$ cat src/rtl/srld_pkg.sv
// shared constants and types of the sprite rle decoder
package srld_pkg;

  localparam int unsigned POS_W      = 24;
  localparam int unsigned PIX_POS_W  = 24;
  localparam int unsigned DIM_W      = 12;
  localparam int unsigned LIMIT_W    = 2 * DIM_W;
  localparam int unsigned CFG_IDX_W  = 2;
  localparam int unsigned CFG_DATA_W = 12;

  localparam logic [CFG_IDX_W-1:0] CFG_PIXEL_FORMAT = 2'd0;
  localparam logic [CFG_IDX_W-1:0] CFG_IMAGE_WIDTH  = 2'd1;
  localparam logic [CFG_IDX_W-1:0] CFG_IMAGE_HEIGHT = 2'd2;

  localparam logic [DIM_W-1:0]   DIM_RESET   = 12'd64;
  localparam logic [LIMIT_W-1:0] LIMIT_RESET = 24'd4096;

  localparam logic [7:0] COUNT_MASK    = 8'h3F;
  localparam logic [7:0] CODE_MASK     = 8'hC0;
  localparam logic [7:0] CODE_ROW_SKIP = 8'h40;
  localparam logic [7:0] CODE_LITERAL  = 8'h00;

  typedef struct packed {
    logic               fmt;
    logic [DIM_W-1:0]   width;
    logic [LIMIT_W-1:0] limit;
  } srld_cfg_t;

  typedef struct packed {
    logic [7:0] data;
    logic       last;
  } srld_item_t;

  typedef struct packed {
    logic [PIX_POS_W-1:0] position;
    logic [7:0]           index;
    logic [7:0]           alpha;
    logic                 oor;
  } srld_pix_t;

endpackage

$ cat src/rtl/srld_cfg.sv
// configuration registers and the registered width times height limit
module srld_cfg (
  input  logic                            clk_i,
  input  logic                            rst_ni,
  input  logic                            we_i,
  input  logic [srld_pkg::CFG_IDX_W-1:0]  index_i,
  input  logic [srld_pkg::CFG_DATA_W-1:0] wdata_i,
  output srld_pkg::srld_cfg_t             cfg_o
);
  import srld_pkg::*;

  logic               fmt_q;
  logic [DIM_W-1:0]   width_q;
  logic [DIM_W-1:0]   height_q;
  logic [LIMIT_W-1:0] limit_q;
  logic [LIMIT_W-1:0] limit_d;

  assign limit_d = LIMIT_W'(width_q) * LIMIT_W'(height_q);

  always_ff @(posedge clk_i or negedge rst_ni) begin
    if (!rst_ni) begin
      fmt_q    <= 1'b0;
      width_q  <= DIM_RESET;
      height_q <= DIM_RESET;
      limit_q  <= LIMIT_RESET;
    end else begin
      // limit is registered from the registered width and height
      limit_q <= limit_d;
      if (we_i) begin
        case (index_i)
          CFG_PIXEL_FORMAT: fmt_q    <= wdata_i[0];
          CFG_IMAGE_WIDTH:  width_q  <= wdata_i[DIM_W-1:0];
          CFG_IMAGE_HEIGHT: height_q <= wdata_i[DIM_W-1:0];
          default: ;
        endcase
      end
    end
  end

  assign cfg_o.fmt   = fmt_q;
  assign cfg_o.width = width_q;
  assign cfg_o.limit = limit_q;

endmodule

$ cat src/rtl/srld_in_reg.sv
// input register that holds one stream item until the parser takes it
module srld_in_reg (
  input  logic                 clk_i,
  input  logic                 rst_ni,
  input  logic                 valid_i,
  output logic                 ready_o,
  input  srld_pkg::srld_item_t item_i,
  output logic                 valid_o,
  output srld_pkg::srld_item_t item_o,
  input  logic                 take_i
);
  import srld_pkg::*;

  logic       valid_q;
  srld_item_t item_q;

  assign ready_o = !valid_q || take_i;

  always_ff @(posedge clk_i or negedge rst_ni) begin
    if (!rst_ni) begin
      valid_q <= 1'b0;
    end else if (ready_o) begin
      valid_q <= valid_i;
    end
  end

  always_ff @(posedge clk_i) begin
    if (valid_i && ready_o) begin
      item_q <= item_i;
    end
  end

  assign valid_o = valid_q;
  assign item_o  = item_q;

  a_hold_until_taken: assert property (@(posedge clk_i) disable iff (!rst_ni)
    valid_q && !take_i |=> valid_q && $stable(item_q))
    else $error("held item lost or changed before the parser took it");

endmodule

$ cat src/rtl/srld_parse.sv
// stream parser: phase, literal count, held byte and saturating position
module srld_parse (
  input  logic                 clk_i,
  input  logic                 rst_ni,
  input  logic                 fire_i,
  input  srld_pkg::srld_item_t item_i,
  input  srld_pkg::srld_cfg_t  cfg_i,
  output logic                 emit_o,
  output srld_pkg::srld_pix_t  pix_o
);
  import srld_pkg::*;

  localparam logic [1:0] PH_HEAD = 2'd0;
  localparam logic [1:0] PH_CODE = 2'd1;
  localparam logic [1:0] PH_LIT  = 2'd2;
  localparam logic [1:0] PH_HIGH = 2'd3;

  localparam int unsigned AMT_W = 8 + DIM_W;
  localparam int unsigned SUM_W = ((POS_W > AMT_W) ? POS_W : AMT_W) + 1;
  localparam int unsigned CMP_W = (POS_W > LIMIT_W) ? POS_W : LIMIT_W;
  localparam logic [POS_W-1:0] POS_MAX = {POS_W{1'b1}};

  logic [POS_W-1:0] pos_q, pos_d;
  logic [1:0]       phase_q, phase_d;
  logic [7:0]       lit_q, lit_d;
  logic [7:0]       held_q, held_d;

  logic             do_emit, do_apply;
  logic [7:0]       code, count, idx, alpha, lit_dec;
  logic [AMT_W-1:0] product, amount;
  logic [SUM_W-1:0] sum;

  assign product = AMT_W'(count) * AMT_W'(cfg_i.width);
  assign lit_dec = lit_q - 8'd1;
  assign sum     = SUM_W'(pos_q) + SUM_W'(amount);

  always_comb begin
    do_emit  = 1'b0;
    do_apply = 1'b0;
    code     = CODE_LITERAL;
    count    = '0;
    idx      = '0;
    alpha    = '0;
    phase_d  = phase_q;
    lit_d    = lit_q;
    held_d   = held_q;
    amount   = '0;

    if (!cfg_i.fmt) begin
      if (phase_q == PH_LIT && lit_q != 8'd0) begin
        do_emit = 1'b1;
        idx     = item_i.data;
      end else begin
        do_apply = 1'b1;
        code     = item_i.data & CODE_MASK;
        count    = item_i.data & COUNT_MASK;
      end
    end else begin
      case (phase_q)
        PH_HEAD: begin
          held_d  = item_i.data;
          phase_d = PH_CODE;
        end
        PH_CODE: begin
          do_apply = 1'b1;
          code     = item_i.data;
          count    = held_q;
        end
        PH_LIT: begin
          held_d  = item_i.data;
          phase_d = PH_HIGH;
        end
        default: begin
          // little-endian literal: index is bits 8:1, alpha bits 12:9 times 0x11
          do_emit = 1'b1;
          idx     = {item_i.data[0], held_q[7:1]};
          alpha   = {item_i.data[4:1], item_i.data[4:1]};
        end
      endcase
    end

    if (do_apply) begin
      if (code == CODE_LITERAL) begin
        lit_d   = count;
        phase_d = (count != 8'd0) ? PH_LIT : PH_HEAD;
      end else begin
        amount  = (code == CODE_ROW_SKIP) ? product : AMT_W'(count);
        phase_d = PH_HEAD;
      end
    end

    if (do_emit) begin
      amount  = AMT_W'(1);
      lit_d   = lit_dec;
      phase_d = (lit_dec != 8'd0) ? PH_LIT : PH_HEAD;
    end

    // saturate at the top position
    pos_d = (sum > SUM_W'(POS_MAX)) ? POS_MAX : sum[POS_W-1:0];

    if (item_i.last) begin
      pos_d   = '0;
      phase_d = PH_HEAD;
      lit_d   = '0;
      held_d  = '0;
    end
  end

  always_ff @(posedge clk_i or negedge rst_ni) begin
    if (!rst_ni) begin
      pos_q   <= '0;
      phase_q <= PH_HEAD;
      lit_q   <= '0;
      held_q  <= '0;
    end else if (fire_i) begin
      pos_q   <= pos_d;
      phase_q <= phase_d;
      lit_q   <= lit_d;
      held_q  <= held_d;
    end
  end

  assign emit_o         = do_emit;
  assign pix_o.position = PIX_POS_W'(pos_q);
  assign pix_o.index    = idx;
  assign pix_o.alpha    = alpha;
  assign pix_o.oor      = CMP_W'(pos_q) >= CMP_W'(cfg_i.limit);

  a_last_clears: assert property (@(posedge clk_i) disable iff (!rst_ni)
    fire_i && item_i.last |=> pos_q == '0 && phase_q == PH_HEAD && lit_q == '0)
    else $error("state not cleared after end of image");

  a_byte_fmt_phases: assert property (@(posedge clk_i) disable iff (!rst_ni)
    fire_i && !cfg_i.fmt |=> phase_q != PH_CODE && phase_q != PH_HIGH)
    else $error("8-bit format entered a 16-bit only phase");

  a_pos_monotonic: assert property (@(posedge clk_i) disable iff (!rst_ni)
    fire_i && !item_i.last |=> pos_q >= $past(pos_q))
    else $error("position moved backward within an image");

endmodule

$ cat src/rtl/srld_out_reg.sv
// result register for one pixel write
module srld_out_reg (
  input  logic                clk_i,
  input  logic                rst_ni,
  input  logic                load_i,
  input  srld_pkg::srld_pix_t pix_i,
  output logic                free_o,
  output logic                valid_o,
  output srld_pkg::srld_pix_t pix_o,
  input  logic                ready_i
);
  import srld_pkg::*;

  logic      valid_q;
  srld_pix_t pix_q;

  assign free_o = !valid_q || ready_i;

  always_ff @(posedge clk_i or negedge rst_ni) begin
    if (!rst_ni) begin
      valid_q <= 1'b0;
    end else if (load_i) begin
      valid_q <= 1'b1;
    end else if (ready_i) begin
      valid_q <= 1'b0;
    end
  end

  always_ff @(posedge clk_i) begin
    if (load_i) begin
      pix_q <= pix_i;
    end
  end

  assign valid_o = valid_q;
  assign pix_o   = pix_q;

endmodule

$ cat src/rtl/sprite_skip_literal_rle_decoder_top.sv
// top level of the sprite rle decoder with skip codes
//
// usage: stream bytes enter on the in channel (in_valid_i/in_ready_o, one
// byte and an end-of-image flag per item); pixel writes leave on the out
// channel (out_valid_o/out_ready_i) as position, palette index, alpha and
// an out-of-range flag. header, count and code bytes give no output item.
// configuration is a plain write port (cfg_we_i, cfg_index_i, cfg_wdata_i):
// index 0 pixel format, 1 image width, 2 image height; write while idle.
// a literal byte passes the input register, then the result register, which
// loads only while free, before its pixel write shows on the out channel.
// throughput: one stream byte per cycle while the result register is free;
// the position update (count times width multiply and saturating add) on
// the parse state is combinational.
// reset: registers go to 8-bit format, 64 by 64, and the parser to the
// start of an image; after an end-of-image byte the parser returns there.
// stall: while out_ready_i is low a waiting result holds, one more byte is
// held in the input register, and then in_ready_o drops.
module sprite_skip_literal_rle_decoder_top (
  input  logic                             clk_i,
  input  logic                             rst_ni,
  input  logic                             cfg_we_i,
  input  logic [srld_pkg::CFG_IDX_W-1:0]   cfg_index_i,
  input  logic [srld_pkg::CFG_DATA_W-1:0]  cfg_wdata_i,
  input  logic                             in_valid_i,
  output logic                             in_ready_o,
  input  logic [7:0]                       stream_byte_i,
  input  logic                             end_of_image_i,
  output logic                             out_valid_o,
  input  logic                             out_ready_i,
  output logic [srld_pkg::PIX_POS_W-1:0]   pixel_position_o,
  output logic [7:0]                       color_index_o,
  output logic [7:0]                       alpha_value_o,
  output logic                             out_of_range_o
);
  import srld_pkg::*;

  srld_cfg_t  cfg;
  srld_item_t in_item, held_item;
  srld_pix_t  pix_next, pix_out;
  logic       held_valid, slot_free, fire, emit;

  assign in_item.data = stream_byte_i;
  assign in_item.last = end_of_image_i;

  // an item is parsed only when the result register can take its write
  assign fire = held_valid && slot_free;

  srld_cfg u_cfg (
    .clk_i   (clk_i),
    .rst_ni  (rst_ni),
    .we_i    (cfg_we_i),
    .index_i (cfg_index_i),
    .wdata_i (cfg_wdata_i),
    .cfg_o   (cfg)
  );

  srld_in_reg u_in_reg (
    .clk_i   (clk_i),
    .rst_ni  (rst_ni),
    .valid_i (in_valid_i),
    .ready_o (in_ready_o),
    .item_i  (in_item),
    .valid_o (held_valid),
    .item_o  (held_item),
    .take_i  (fire)
  );

  srld_parse u_parse (
    .clk_i  (clk_i),
    .rst_ni (rst_ni),
    .fire_i (fire),
    .item_i (held_item),
    .cfg_i  (cfg),
    .emit_o (emit),
    .pix_o  (pix_next)
  );

  srld_out_reg u_out_reg (
    .clk_i   (clk_i),
    .rst_ni  (rst_ni),
    .load_i  (fire && emit),
    .pix_i   (pix_next),
    .free_o  (slot_free),
    .valid_o (out_valid_o),
    .pix_o   (pix_out),
    .ready_i (out_ready_i)
  );

  assign pixel_position_o = pix_out.position;
  assign color_index_o    = pix_out.index;
  assign alpha_value_o    = pix_out.alpha;
  assign out_of_range_o   = pix_out.oor;

endmodule

$ cat config.mk
export PLATFORM = sky130hd
export DESIGN_NAME = sprite_skip_literal_rle_decoder_top
export DESIGN_NICKNAME = d
export VERILOG_FILES = /design/src/rtl/srld_pkg.sv /design/src/rtl/srld_cfg.sv /design/src/rtl/srld_in_reg.sv /design/src/rtl/srld_parse.sv /design/src/rtl/srld_out_reg.sv /design/src/rtl/sprite_skip_literal_rle_decoder_top.sv
export SDC_FILE = /design/constraint.sdc
export NUM_CORES = 1
export LEC_CHECK = 0
export BUFFER_PORTS_ARGS = -buffer_cell sky130_fd_sc_hd__buf_4
export CAP_MARGIN = 0
export CORE_ASPECT_RATIO = 1.2
export CORE_MARGIN = 2
export CORE_UTILIZATION = 45
export DETAILED_ROUTE_END_ITERATION = 12
export PLACE_DENSITY_LB_ADDON = 0.08
export SLEW_MARGIN = 10
export SYNTH_ARGS = -nofsm -noshare
export SYNTH_HDL_FRONTEND = slang
export SYNTH_SLANG_ARGS = --single-unit
$ cat constraint.sdc
create_clock -name clk_i -period 10.1 [get_ports clk_i]
set_input_delay 2.02 -clock clk_i [delete_from_list [all_inputs] [get_ports clk_i]]
set_output_delay 2.02 -clock clk_i [all_outputs]
set_load 0.005 [all_outputs]
== Word-level counts from Yosys, hierarchy flattened ==
Cells that the tools add are included.

* Add/sub/neg operators: 2
* $mul: 2
* Magnitude comparators: 2
* Equality and inequality tests: 5
* Multiplexer cells: 38
* Bitwise logic cells: 1
* Reduce and logical (&&, ||, !) cells: 30

{| class="wikitable"
|+ Operators with widths
! operator !! count
|-
| 2-to-1 mux 8 bit || 15
|-
| 2-to-1 mux 20 bit || 4
|-
| 2-to-1 mux 24 bit || 2
|-
| adder 24 x 20 -> 25 bit || 1
|-
| greater-than comparator 25 x 24 -> 1 bit, second input constant || 1
|-
| >= comparator 24 bit || 1
|-
| multiplier 12 x 12 -> 24 bit || 1
|-
| nonzero test 8 bit || 3
|-
| multiplier 8 x 12 -> 20 bit || 1
|-
| 2-to-1 mux 2 bit || 7
|-
| AND reduction 3 bit || 3
|-
| equality test 8 x 7 -> 1 bit, second input constant || 1
|-
| logical NOT 8 bit || 1
|-
| 2-to-1 mux 1 bit || 8
|-
| subtractor 8 x 1 -> 8 bit, second input constant || 1
|-
| 2-to-1 mux 6 bit || 1
|-
| AND reduction 2 bit || 3
|-
| nonzero test 2 bit || 3
|-
| nonzero test 3 bit || 2
|-
| nonzero test 5 bit || 1
|-
| equality test 2 x 1 -> 1 bit, second input constant || 2
|-
| equality test 2 bit, second input constant || 2
|-
| logical AND 1 bit || 4
|-
| logical NOT 2 bit || 2
|-
| 8 further kinds || 10
|}

* Register bits after elaboration: 143
* Bits of input ports: 28
* Output and inout bits: 43
* Logic and storage cells: 96

== Depth between registers and ports, before layout ==
* Depth in word-level cells: 13
* Depth in mapped cells: 33
* Gate-level depth less buffers: 32

== Hierarchy ==
From an unflattened synthesis, not the netlist that was laid out.

* Cell total of the unflattened synthesis: 1588
* Area, all modules: 15157.0 um^2

{| class="wikitable"
|+ By module, submodules not included
! module !! times used !! cells each !! area each (um^2) !! sequential area each (um^2)
|-
| srld_parse || 1 || 866 || 7218.2 || 1051.0
|-
| srld_cfg || 1 || 663 || 6323.6 || 1229.9
|-
| srld_out_reg || 1 || 44 || 1278.7 || 1256.2
|-
| srld_in_reg || 1 || 13 || 324.1 || 295.3
|-
| sprite_skip_literal_rle_decoder_top || 1 || 2 || 12.5 || 0.0
|}

== Worst setup path after synthesis ==
OpenSTA, ideal clock, no wires.

* Path type: flip-flop to flip-flop
* From: register u_parse.lit_q[0]
* To: register u_parse.pos_q[23]
* Library setup time: 0.128 ns
* Data arrival time: 7.264 ns
* Required time: 9.972 ns
* Path slack: 2.708 ns
* Cell stages (with the launch flop): 30
* Buffers on the path: 1
* Clock period less this slack: 7.392 ns
* Path through: dfrtp_1 inv_1 ha_1 nor4b_1 a21oi_2 nor2_2 a22o_1 clkbuf_1 and2_1 fa_1 fa_1 fa_1 inv_1 fa_1 inv_1 ha_1 o21a_1 o21a_1 a21oi_1 o21bai_1 a2111o_1 a41oi_2 xnor2_1 nor2_1 ha_1 nand3_1 or4_1 a31oi_1 nor4b_1 nor2_1

* Cells in the longest elaborated chain, start to end: 13
* Elaborated cells between the ends (all ways): 21
* Classes of those cells: add/sub (1); mul (1); order compare (1); eq/ne (1); mux (14); reduce/logical (3)

{| class="wikitable"
|+ Ends and longest elaborated chain
! what !! line !! source
|-
| start: declaration || srld_parse.sv:25 || <nowiki>logic [7:0] lit_q, lit_d;</nowiki>
|-
| start signal: assignment || srld_parse.sv:118 || <nowiki>lit_q <= lit_d;</nowiki>
|-
| nonzero test 8 bit (*) || srld_parse.sv:50 || <nowiki>if (phase_q == PH_LIT && lit_q != 8'd0) begin</nowiki>
|-
| logical AND 1 bit (*) || srld_parse.sv:50 ||
|-
| 2-to-1 mux 6 bit / 2-to-1 mux 8 bit (equally long branches) || srld_parse.sv:50 ||
|-
| 2-to-1 mux 8 bit || srld_parse.sv:49 || <nowiki>if (!cfg_i.fmt) begin</nowiki>
|-
| multiplier 8 x 12 -> 20 bit / equality test 8 x 7 -> 1 bit (equally long branches) || srld_parse.sv:33, srld_parse.sv:87 ||
|-
| 2-to-1 mux 20 bit || srld_parse.sv:87 || <nowiki>amount = (code == CODE_ROW_SKIP) ? product : AMT_W'(count);</nowiki>
|-
| 2-to-1 mux 20 bit || srld_parse.sv:83 || <nowiki>if (code == CODE_LITERAL) begin</nowiki>
|-
| 2-to-1 mux 20 bit || srld_parse.sv:82 || <nowiki>if (do_apply) begin</nowiki>
|-
| 2-to-1 mux 20 bit (*) || srld_parse.sv:92 || <nowiki>if (do_emit) begin</nowiki>
|-
| adder 24 x 20 -> 25 bit (*) || srld_parse.sv:35 || <nowiki>assign sum = SUM_W'(pos_q) + SUM_W'(amount);</nowiki>
|-
| greater-than comparator 25 x 24 -> 1 bit || srld_parse.sv:99 || <nowiki>pos_d = (sum > SUM_W'(POS_MAX)) ? POS_MAX : sum[POS_W-1:0];</nowiki>
|-
| 2-to-1 mux 24 bit (*) || srld_parse.sv:99 ||
|-
| 2-to-1 mux 24 bit (*) || srld_parse.sv:101 || <nowiki>if (item_i.last) begin</nowiki>
|-
| end signal: assignment || srld_parse.sv:116 || <nowiki>pos_q <= pos_d;</nowiki>
|-
| end: declaration || srld_parse.sv:23 || <nowiki>logic [POS_W-1:0] pos_q, pos_d;</nowiki>
|}

Every way passes the cells marked *; elsewhere a longest branch is shown, timed or not.
A chain may end at the register's enable or synchronous reset.

== Final worst setup path ==
* From: register u_parse.lit_q[0]
* To: register u_parse.pos_q[21]

Same word-level chain as after synthesis.

==> impl_metrics.json <==
{
  "cts.sinks": 139,
  "status": "finished, final reports clean",
  "synthesis.nets": 1873,
  "globalRouteMet2Util_pct": 39.15,
  "io_buffer_count": 70,
  "nNetsFinal": 1903,
  "clkTransAtPathRegs_ns": 0.07,
  "pre_cts_slack_ns": 1.847,
  "num_vias": 10660,
  "core_sq_um": 32160,
  "cts_tree": "done",
  "min_from": "u_parse.held_q[0]",
  "wirelength_microns": 35760,
  "end_kind": "flip-flop",
  "dpl_cell_area_sq_um": 15490,
  "post_cts_resized": 0,
  "die_h_microns": 201.5,
  "min_path_cells": 2,
  "grt-ovfl-total": 0,
  "hold_viol": 0,
  "post-route-worst-setup-slack_ns": 1.851,
  "fp.dieW_microns": 168.6,
  "grt.busiest_layer": "met2",
  "cts_root_buffer": "clkbuf_16",
  "cts_buffer_depth": 2,
  "cap_violations": 0,
  "met3_usage_pct": 2.852,
  "gp_congestion": 0.8762,
  "n_antenna_cell": 0,
  "arrival_ns": 8.62,
  "synthFlopType": "dfrtp_1",
  "rsz0062_at_grt": "no",
  "viasPerCell": 5.370,
  "final_common_cell": "inv_1",
  "die_area_sq_um": 33980,
  "start_kind": "flip-flop",
  "ff2ff_setup_slack_ns": 1.85,
  "cp.required_ns": 10.47,
  "drive_gt1_share_pct": 10.20,
  "syn_inst": 1535,
  "finalSetupViolCount": 0,
  "fin_crit_sh_pct": 81.68,
  "fin_area_sq_um": 16050,
  "whs_ns": 0.5128,
  "cts_hold_buffers": 0,
  "syn_to_final_growth_pct": 9.671,
  "syn_area_per_cell_sq_um": 9.533,
  "synth_edf_count": 46,
  "yosysSeqAreaShare_pct": 25.37,
  "r2r_cells": 29,
  "first_pass_iters": 5,
  "drc_errors": 0,
  "grt_pass1_vias": 11106,
  "grt_pass1_wl_microns": 58420,
  "worst_pin_slew_ns": 1.079,
  "antenna_found_initial": 0,
  "numCtsBuffers": 17,
  "yosysUniqueCellTypes": 67,
  "gr-usage-met1_pct": 27.96,
  "min-delay-path-class": "flip-flop to flip-flop",
  "clock.fmax_mhz": 121.2,
  "critPathSlowestCell": "a22o_1",
  "cts_setup_buffers": 0,
  "htreeDepth": 4,
  "clock_skew_ns": 0.01425,
  "slowest_delay_ns": 0.57,
  "post-dp-hpwl_microns": 27690,
  "timing.rr.end": "u_parse.pos_q[21]",
  "grtUsageTotal_pct": 22.10,
  "start_util_pct": 45.50,
  "grt_max_degree": 70,
  "drt_iter0_markers": 457,
  "maxSlewViolCount": 0,
  "syn_area_sq_um": 14630,
  "path_max_fanout": 17,
  "fill_cells": 3058,
  "drt-wirelength-per-cell_microns": 18.02,
  "final_cell_mix": "214 x inv_1, 161 x fa_1, 155 x nand2_1, 149 x ha_1, 90 x dfrtp_1",
  "ys_ff_latch": 139,
  "period_minus_slack_ns": 8.249,
  "setup_tns_ns": 0,
  "clk-insertion-delay-late_ns": 0.45,
  "final_antenna_net_count": 0,
  "num_rows": 72,
  "min_to": "u_parse.held_q[0]",
  "path_class": "flip-flop to flip-flop",
  "yosysWarnings": 0,
  "synth-async-reset-ratio_pct": 66.91,
  "maxSlewHeadroom_pct": 27.88,
  "ioPinCount": 71,
  "regToRegStartpoint": "u_parse.lit_q[0]"
}
## sequential cells by signal, indices dropped and copies added (netlist names)
signal,count
u_cfg.fmt_q,1
u_cfg.height_q,12
u_cfg.limit_q,24
u_cfg.width_q,12
u_in_reg.item_o,9
u_in_reg.valid_o,1
u_out_reg.pix_o,37
u_out_reg.valid_o,1
u_parse.held_q,8
u_parse.lit_q,8
u_parse.phase_q,2
u_parse.pos_q,24
## cells in the mapped netlist, types with 5 or more instances
master | instances | area share [%]
a211oi_1 | 7 | 0.36
a21boi_0 | 6 | 0.31
a21o_1 | 21 | 1.1
a21oi_1 | 56 | 1.9
a22o_1 | 10 | 0.60
a22oi_1 | 14 | 0.72
a31oi_1 | 11 | 0.47
and2_1 | 73 | 3.1
and3_1 | 22 | 0.94
buf_2 | 5 | 0.17
buf_4 | 5 | 0.26
clkbuf_1 | 62 | 1.6
dfrtp_1 | 90 | 15
edfxtp_1 | 46 | 9.4
fa_1 | 161 | 22
ha_1 | 149 | 13
inv_1 | 214 | 5.5
mux2_2 | 24 | 1.8
nand2_1 | 155 | 4.0
nand2b_1 | 15 | 0.64
nand3_1 | 15 | 0.51
nor2_1 | 76 | 1.9
nor2b_1 | 61 | 2.6
nor3_1 | 21 | 0.72
nor4_1 | 7 | 0.30
o21a_1 | 12 | 0.62
o21ai_0 | 66 | 2.3
o21bai_1 | 5 | 0.26
o31ai_1 | 6 | 0.31
or4_1 | 5 | 0.26
xnor2_1 | 33 | 2.0
xor2_1 | 18 | 1.1
## kinds of logic after synthesis
| family | synth area share, % |
|---|---|
| compound gates | 10.82 |
| xor+xnor | 3.053 |
| fa+ha+maj | 34.77 |
| buf+inv | 7.584 |
| flops | 25.37 |
| mux | 1.847 |
| simple gates | 16.56 |
## layer usage
metal	wire length (microns)	share of wire, %	vias up
met3	954	2.7	47
li1	-	-	5094
met1	15750	44	5331
met4	747	2.1	0
met2	18310	51	188
met5	0	0	-
## worst max-delay path: cells and delay by family (launching register included)
kind	cells	cell delay, ns
flops	1	0.42
fa+ha+maj	7	2.81
simple gates	10	2.10
compound gates	7	2.40
buf+inv	4	0.25
xor+xnor	1	0.16
## through the flow
| stage | instances | utilization, % |
|---|---|---|
| after global placement | 1953 | 48.16 |
| final | 1985 | 49.90 |
| after CTS | 1985 | 49.90 |
| after detailed placement | 1953 | 48.16 |
| after floorplan | 1535 | - |
| after global routing | 1985 | 49.90 |
## area by class of cell
cell class / instances / area [sq um] / area share (%)
Clock buffer: 18 / 429.2 / 2.674
Clock inverter: 14 / 130.1 / 0.8109
Inverter: 214 / 803.3 / 5.005
Multi-Input combinational cell: 1107 / 9818 / 61.18
Sequential cell: 139 / 3712 / 23.13
Tap cell: 407 / 509.2 / 3.173
Timing Repair Buffer: 86 / 645.6 / 4.023
## worst max path at each step
stage,from,end
2_1_floorplan,u_parse.lit_q[0],u_parse.pos_q[23]
4_1_cts,u_parse.lit_q[0],u_parse.pos_q[21]
6_report,u_parse.lit_q[0],u_parse.pos_q[21]
5_1_grt,u_parse.lit_q[0],u_parse.pos_q[23]
3_3_place_gp,u_parse.lit_q[0],u_parse.pos_q[21]
3_5_place_dp,u_parse.lit_q[0],u_parse.pos_q[21]
Power is left out: the tool's default activity adds up to more than one toggle a clock period on the data nets, which glitch-free logic cannot reach.
